==> config.mk <==
export PLATFORM = sky130hd
export DESIGN_NAME = lifeg_cell
export DESIGN_NICKNAME = d
export VERILOG_FILES = /design/src/design/lifeg_pkg.sv /design/src/design/lifeg_cell.sv
export SDC_FILE = /design/constraint.sdc
export NUM_CORES = 1
export LEC_CHECK = 0
export ABC_AREA = 1
export BUFFER_PORTS_ARGS = -buffer_cell sky130_fd_sc_hd__buf_2
export CORE_AREA = 2 2 39 41
export CTS_BUF_LIST = sky130_fd_sc_hd__clkbuf_4
export DETAILED_ROUTE_END_ITERATION = 7
export DIE_AREA = 0 0 41 43
export PLACE_DENSITY = 0.56
export SYNTH_ARGS = -nofsm -noshare
export SYNTH_HDL_FRONTEND = slang
export SYNTH_SLANG_ARGS = --single-unit
==> constraint.sdc <==
create_clock -name clk -period 3.6 [get_ports clk]
set_clock_uncertainty 0.15 [all_clocks]
set_input_delay 1.08 -clock clk [delete_from_list [all_inputs] [get_ports clk]]
set_output_delay 1.08 -clock clk [all_outputs]
set_load 0.005 [all_outputs]
==> src/design/lifeg_pkg.sv <==
// shared types and constants for the life grid generation engine
// no dependencies; imported by lifeg_cell and the top level

package lifeg_pkg;

	// vertical count of one column of the three-row window, 0..3
	localparam int VSUM_W = 2;
	// full neighbour count, 0..8
	localparam int NBR_W  = 4;

	typedef logic [VSUM_W-1:0] vsum_t;
	typedef logic [NBR_W-1:0]  nbr_t;

	// b3/s23 rule counts
	localparam nbr_t BIRTH_COUNT   = nbr_t'(3);
	localparam nbr_t SURVIVE_COUNT = nbr_t'(2);

	// control from the sequencer to every cell of the row
	typedef struct packed {
		logic clear;   // empty the window at the start of a sweep
		logic shift;   // move the window down by one row
	} cell_ctrl_t;

	// per-cell result of the rule
	typedef struct packed {
		logic nxt;     // next-generation bit (old bit for columns out of use)
		logic diff;    // in-use cell flips
	} cell_stat_t;

endpackage

==> src/design/lifeg_cell.sv <==
// one column cell: holds the above/current/below bits of its column
// depends on lifeg_pkg; trades vertical counts with both neighbours

module lifeg_cell (
	input  logic                  clk,
	input  logic                  arst_n,
	input  lifeg_pkg::cell_ctrl_t ctrl,
	input  logic                  feed,
	input  logic                  inuse,
	input  lifeg_pkg::vsum_t      left_vsum,
	input  lifeg_pkg::vsum_t      right_vsum,
	output lifeg_pkg::vsum_t      vsum,
	output lifeg_pkg::cell_stat_t stat
);
	import lifeg_pkg::*;

	logic above_q;
	logic cur_q;
	logic below_q;
	nbr_t cnt;
	logic rule;

	always_ff @(posedge clk or negedge arst_n) begin
		if (!arst_n) begin
			above_q <= 1'b0;
			cur_q   <= 1'b0;
			below_q <= 1'b0;
		end else if (ctrl.clear) begin
			above_q <= 1'b0;
			cur_q   <= 1'b0;
			below_q <= 1'b0;
		end else if (ctrl.shift) begin
			above_q <= cur_q;
			cur_q   <= below_q;
			below_q <= feed;
		end
	end

	// columns out of use count as dead for the neighbours
	assign vsum = inuse ? (vsum_t'(above_q) + vsum_t'(cur_q) + vsum_t'(below_q)) : '0;

	assign cnt  = nbr_t'(left_vsum) + nbr_t'(right_vsum) + nbr_t'(above_q) + nbr_t'(below_q);
	assign rule = (cnt == BIRTH_COUNT) || (cur_q && (cnt == SURVIVE_COUNT));

	assign stat.nxt  = inuse ? rule : cur_q;
	assign stat.diff = inuse && (rule != cur_q);

endmodule

==> impl_metrics.ini, run 1 <==
[clocking]
clock_path_buffers = 2
cts_buffers = 3
cts-root-buf = clkbuf_4
tritoncts = done
clk_pin_slew_ns = 0.03
h-tree-depth = 1
cts.sinks = 3
cts_hold_buf = 0
clock_latency_ns = 0.23

[global_routing]
grt_util_all_layers_pct = 9.71
grt_max_degree = 6
grt_pass1_wl_um = 1170
antenna_found_initial = 0
grt_pass1_vias = 302
overflow = 0

[yosys]
async_flop_share_pct = 100
synth_seq_cells = 3
synth_top_area_share_pct = 23.9
synth_cell_types = 14
ys_warn_count = 0
seq_area_frac_synth_pct = 23.9
synth.most_common_cell = inv_1
synth_ff_type = dfrtp_1
synth.cell_area_sq_um = 314
avgSynthCellArea_sq_um = 8.49
synthTopCellsByCount = 8 x inv_1, 6 x nand2_1, 4 x nand3_1
yosys.area.top_type = dfrtp_1
syn_nets = 53
synth_edf_count = 0
syn_inst = 37
netlist_top_cells_area = dfrtp_1 24%, fa_1 19%, ha_1 12%

[layout]
antenna_cells = 0
area_growth_pct = 41.8
drive_gt1_share_pct = 40.0
fin_cells = 71
nNetsFinal = 72
finalInstanceArea_sq_um = 445

[sta]
setup-violations-final = 2
fin_setup_tns_ns = -0.817
drv_slew = 0
rsz0062_at_grt = yes
finalHoldViolCount = 0
holdWs_ns = 0.453
tightest_slew_ns = 0.197
maxClockFrequency_mhz = 248
fin_crit_sh_pct = 112
fin_crit_ns = 4.02
layout_setup_ws_ns = -0.425
slew_headroom_pct = 86.8

[place]
io_buffers = 13
place_area_sq_um = 402
routabilityCongestion = 0.627
dp_cells = 66
dp_hpwl_um = 496
place_ws_ns = -0.458

[min_path]
hold_class = reg2reg

[critical_path]
cpPeakStageDelay_ns = 0.50
critical-path-slowest-cell = fa_1
worstPathCellList = buf_6 > fa_1 > ha_2 > fa_1 > o21ai_2 > nor2_4 > nand3_1 > nand2_1 > nor2_1 > buf_2
worst-path-buf-inv = 2
critPathLaunchType = input port
endpoint_kind = output pin
crit_required_ns = 2.37
cp_top_family = adder cells
crit_path_max_fanout = 3
path_common_cell = fa_1
arrival_ns = 2.79
worstSetupPathType = in2out

[floorplanning]
start_util_pct = 22.7
die_h_um = 43
io_pins = 14
dieArea_sq_um = 1760
coreArea_sq_um = 1380
row_count = 14
dieWidth_um = 41

[outcome]
status = finished, violations left
violations = negative setup slack

[power]
power_frac_comb_pct = 27.4
power_frac_seq_pct = 25.9
p_per_area_nw_per_um2 = 319
p_leak_nw = 0.239
switching_share_pct = 27.4
pwr-share-clk_pct = 46.7
peakVddDrop_v = 0.000250
p_sw_uw = 38.9
p_int_uw = 103

[drt]
drt-total-wl_um = 587
wire_per_inst_um = 8.27
first_pass_iters = 4
viasPerCell = 4.35
dr_total_vias = 309
antenna_left = 0
drc_errors = 0
drt_iter0_drc = 6

[run]
maxCapViolCount = 0
-- final timing paths --
kind / startpoint / slack (ns) / endpoint / depth (start not counted)
setup / recovery: left_vsum[0] / -0.42 / stat[0] / 10
hold / removal: above_q / 0.45 / above_q / 2
setup reg to reg: cur_q / 2.66 / above_q / 2
hold reg to reg: above_q / 0.45 / above_q / 2
max in group asynchronous: arst_n / 2.71 / below_q / 1
min in group asynchronous: arst_n / 0.48 / cur_q / 1
-- stage by stage --
stage,power (mW),util (%)
after floorplan,0.0628,-
after global placement,0.0759,29.0
after detailed placement,0.0762,29.0
after CTS,0.146,31.6
after global routing,0.155,32.2
final,0.142,32.2
-- routing by layer --
layer | global-route usage [%] | wire length (um) | vias up
li1 | - | - | 156
met1 | 10.5 | 216 | 144
met2 | 15.3 | 341 | 9
met3 | 4.71 | 29 | 0
met4 | 4.00 | 0 | 0
met5 | 0 | 0 | -
-- cell families after synthesis --
| logic type | synth area share, % |
|---|---|
| and+or+nand+nor | 23.9 |
| adders and majority gates | 31.1 |
| DFF | 23.9 |
| AOI/OAI and AO/OA | 11.5 |
| buffers and inverters | 9.56 |
-- area by class of cell --
class / count / area, sq um
Clock buffer: 4 / 30.0
Fill cell: 161 / 938
Inverter: 8 / 30.0
Multi-Input combinational cell: 26 / 211
Sequential cell: 3 / 75.1
Tap cell: 16 / 20.0
Timing Repair Buffer: 14 / 78.8
-- cell usage in the layout, fill, tap and decap left out --
cell       n
a21oi_1    1
buf_2     12
buf_4      1
buf_6      1
clkbuf_4   4
dfrtp_1    3
fa_1       3
ha_1       2
ha_2       1
inv_1      8
nand2_1    6
nand3_1    4
nor2_1     1
nor2_4     2
o21ai_1    2
o21ai_2    1
o22ai_1    2
or2_1      1
-- worst min-delay path: cells and delay by family (launching register included) --
kind,cells,cell delay (ns)
AOI/OAI and AO/OA,1,0.07
DFF,1,0.41
buffers and inverters,1,0.08
-- what timing repair did --
| action | in CTS | in global routing |
|---|---|---|
| setup buffers | 0 | 1 |
| pin swaps | 1 | 0 |
| resized for setup | 1 | 0 |
| endpoints found under the setup margin | 2 | 2 |
-- power groups by stage --
stage                     logic (mW)  registers [mW]  clock network, mW
after global placement        0.0387          0.0372                  0
final                         0.0389          0.0368             0.0664
after floorplan               0.0260          0.0368                  0
after CTS                     0.0398          0.0368             0.0699
after global routing          0.0453          0.0370             0.0727
after detailed placement      0.0390          0.0372                  0
-- registers in the layout, summed over array words and instances (netlist names) --
name / flops
cur_q: 1
below_q: 1
above_q: 1
Note: power is estimated with default switching activity, not from simulation.
==> run 2: changes to the inputs <==
--- a/config.mk
+++ b/config.mk
@@ -7,11 +7,13 @@
 export LEC_CHECK = 0
 export ABC_AREA = 1
 export BUFFER_PORTS_ARGS = -buffer_cell sky130_fd_sc_hd__buf_2
-export CORE_AREA = 2 2 39 41
+export CELL_PAD_IN_SITES_DETAIL_PLACEMENT = 2
+export CELL_PAD_IN_SITES_GLOBAL_PLACEMENT = 2
+export CORE_MARGIN = 2
+export CORE_UTILIZATION = 22
 export CTS_BUF_LIST = sky130_fd_sc_hd__clkbuf_4
 export DETAILED_ROUTE_END_ITERATION = 7
-export DIE_AREA = 0 0 41 43
-export PLACE_DENSITY = 0.56
+export PLACE_DENSITY = 0.81
 export SYNTH_ARGS = -nofsm -noshare
 export SYNTH_HDL_FRONTEND = slang
 export SYNTH_SLANG_ARGS = --single-unit
==> impl_metrics.ini, run 2 (synthesized netlist as in run 1, its figures left out) <==
[critical_path]
cpPeakStageDelay_ns = 0.53
rrSetupSlack_ns = 2.62
worstPathCellList = buf_6 > fa_1 > ha_2 > fa_2 > o21ai_2 > nor2_4 > nand3_2 > nand2_1 > nor2_1 > buf_2
reg2reg_depth = 2
crit_required_ns = 2.37
worst-path-buf-inv = 2
startpoint = left_vsum[0]
critPathLaunchType = input port
rr_endpoint = above_q
arrival_ns = 2.84
worstSetupPathType = in2out
critical-path-slowest-cell = fa_2
crit_path_max_fanout = 3
endpoint_kind = output pin
worst_r2r_startpoint = cur_q
cp_top_family = adder cells
worst-path-stages = 10

[layout]
final_common_cell = buf_2
area_growth_pct = 49.8
reg.largest.list = above_q (1), below_q (1), cur_q (1)
nNetsFinal = 73
antenna_cells = 0
finalInstanceArea_sq_um = 470
drive_gt1_share_pct = 48.2
fillerInstances = 167
layout_common_cells = 11 x buf_2, 7 x inv_1, 6 x nand2_1

[run]
maxCapViolCount = 0

[clocking]
clock_path_buffers = 2
clock_latency_ns = 0.22
tritoncts = done
cts_buffers = 3
cts.sinks = 3
cts-root-buf = clkbuf_4
cts_hold_buf = 0
clk_pin_slew_ns = 0.04
h-tree-depth = 1

[global_routing]
overflow = 0
grt_util_all_layers_pct = 12.4
grt_pass1_vias = 372
grt_pass1_wl_um = 1630
antenna_found_initial = 0
grt_max_degree = 6

[floorplanning]
dieArea_sq_um = 1750
dieWidth_um = 41.8
die_h_um = 41.8
coreArea_sq_um = 1320
start_util_pct = 23.8
io_pins = 14
row_count = 13

[sta]
setup-violations-final = 2
fin_crit_sh_pct = 113
rsz0062_at_grt = yes
layout_setup_ws_ns = -0.474
drv_slew = 0
tightest_slew_ns = 0.241
finalHoldViolCount = 0
fin_crit_ns = 4.07
maxClockFrequency_mhz = 245
slew_headroom_pct = 83.9

[power]
p_per_area_nw_per_um2 = 315
peakVddDrop_v = 0.000185
p_leak_nw = 0.246

[min_path]
holdPathEnd = above_q
hold_class = reg2reg
hold_depth = 2
min-delay-start = above_q

[drt]
first_pass_iters = 2
drt_iter0_drc = 1
drc_errors = 0
viasPerCell = 4.51
dr_total_vias = 320
antenna_left = 0
wire_per_inst_um = 13.2
drt-total-wl_um = 934

[place]
dp_hpwl_um = 710
place_ws_ns = -0.492
place_area_sq_um = 400
io_buffers = 13
routabilityCongestion = 0.686

[outcome]
violations = negative setup slack
status = finished, violations left
## run 2: worst max-delay path by stage
stage / to / slack (ns)
2_1_floorplan: stat[0] / -0.17
3_3_place_gp: stat[1] / -0.43
3_5_place_dp: stat[0] / -0.49
4_1_cts: stat[0] / -0.50
5_1_grt: stat[0] / -0.58
6_report: stat[0] / -0.47
## run 2: layer usage
| metal | vias to the layer above | routed length [um] | GRT usage [%] |
|---|---|---|---|
| met4 | 0 | 0 | 5.81 |
| met5 | - | 0 | 0 |
| li1 | 155 | - | - |
| met3 | 0 | 31 | 1.30 |
| met1 | 156 | 313 | 11.4 |
| met2 | 9 | 590 | 25.9 |
## run 2: report_power, final
part	switching, mW	internal, mW	leakage [nW]
combinational	0.0235	0.0212	0.186
sequential	0.00191	0.0351	0.0410
clock	0.0172	0.0490	0.0184
total	0.0427	0.105	0.246
## run 2: area by class of cell
type / count / area, sq um / area share [%]
timing repair buffer: 15 / 92.6 / 19.7
clock buffer: 4 / 30.0 / 6.38
multi-input combinational: 26 / 224 / 47.6
sequential: 3 / 75.1 / 16.0
inverter: 8 / 30.0 / 6.38
tap: 15 / 18.8 / 3.99
## run 2: timing repair
action	in CTS	in global routing
setup buffers	1	1
pin swaps	1	0
endpoints found under the setup margin	2	2
resized for setup	3	3
## run 2: tightest hold or removal path, stage by stage (launching register included)
cell and delay (ns):
dfrtp_1 0.42, inv_1 0.09, o22ai_1 0.07
## run 2: stage by stage
| stage | util [%] | std cells | hold slack (ns) | setup TNS, ns | total power, mW |
|---|---|---|---|---|---|
| final | 35.7 | 71 | 0.478 | -0.933 | 0.148 |
| after global routing | 35.7 | 71 | 0.476 | -1.14 | 0.161 |
| after CTS | 34.1 | 70 | 0.460 | -0.915 | 0.147 |
| after detailed placement | 30.4 | 65 | 0.451 | -0.943 | 0.0780 |
| after global placement | 30.4 | 65 | 0.454 | -0.850 | 0.0759 |
| after floorplan | - | 37 | 0.408 | -0.336 | 0.0628 |
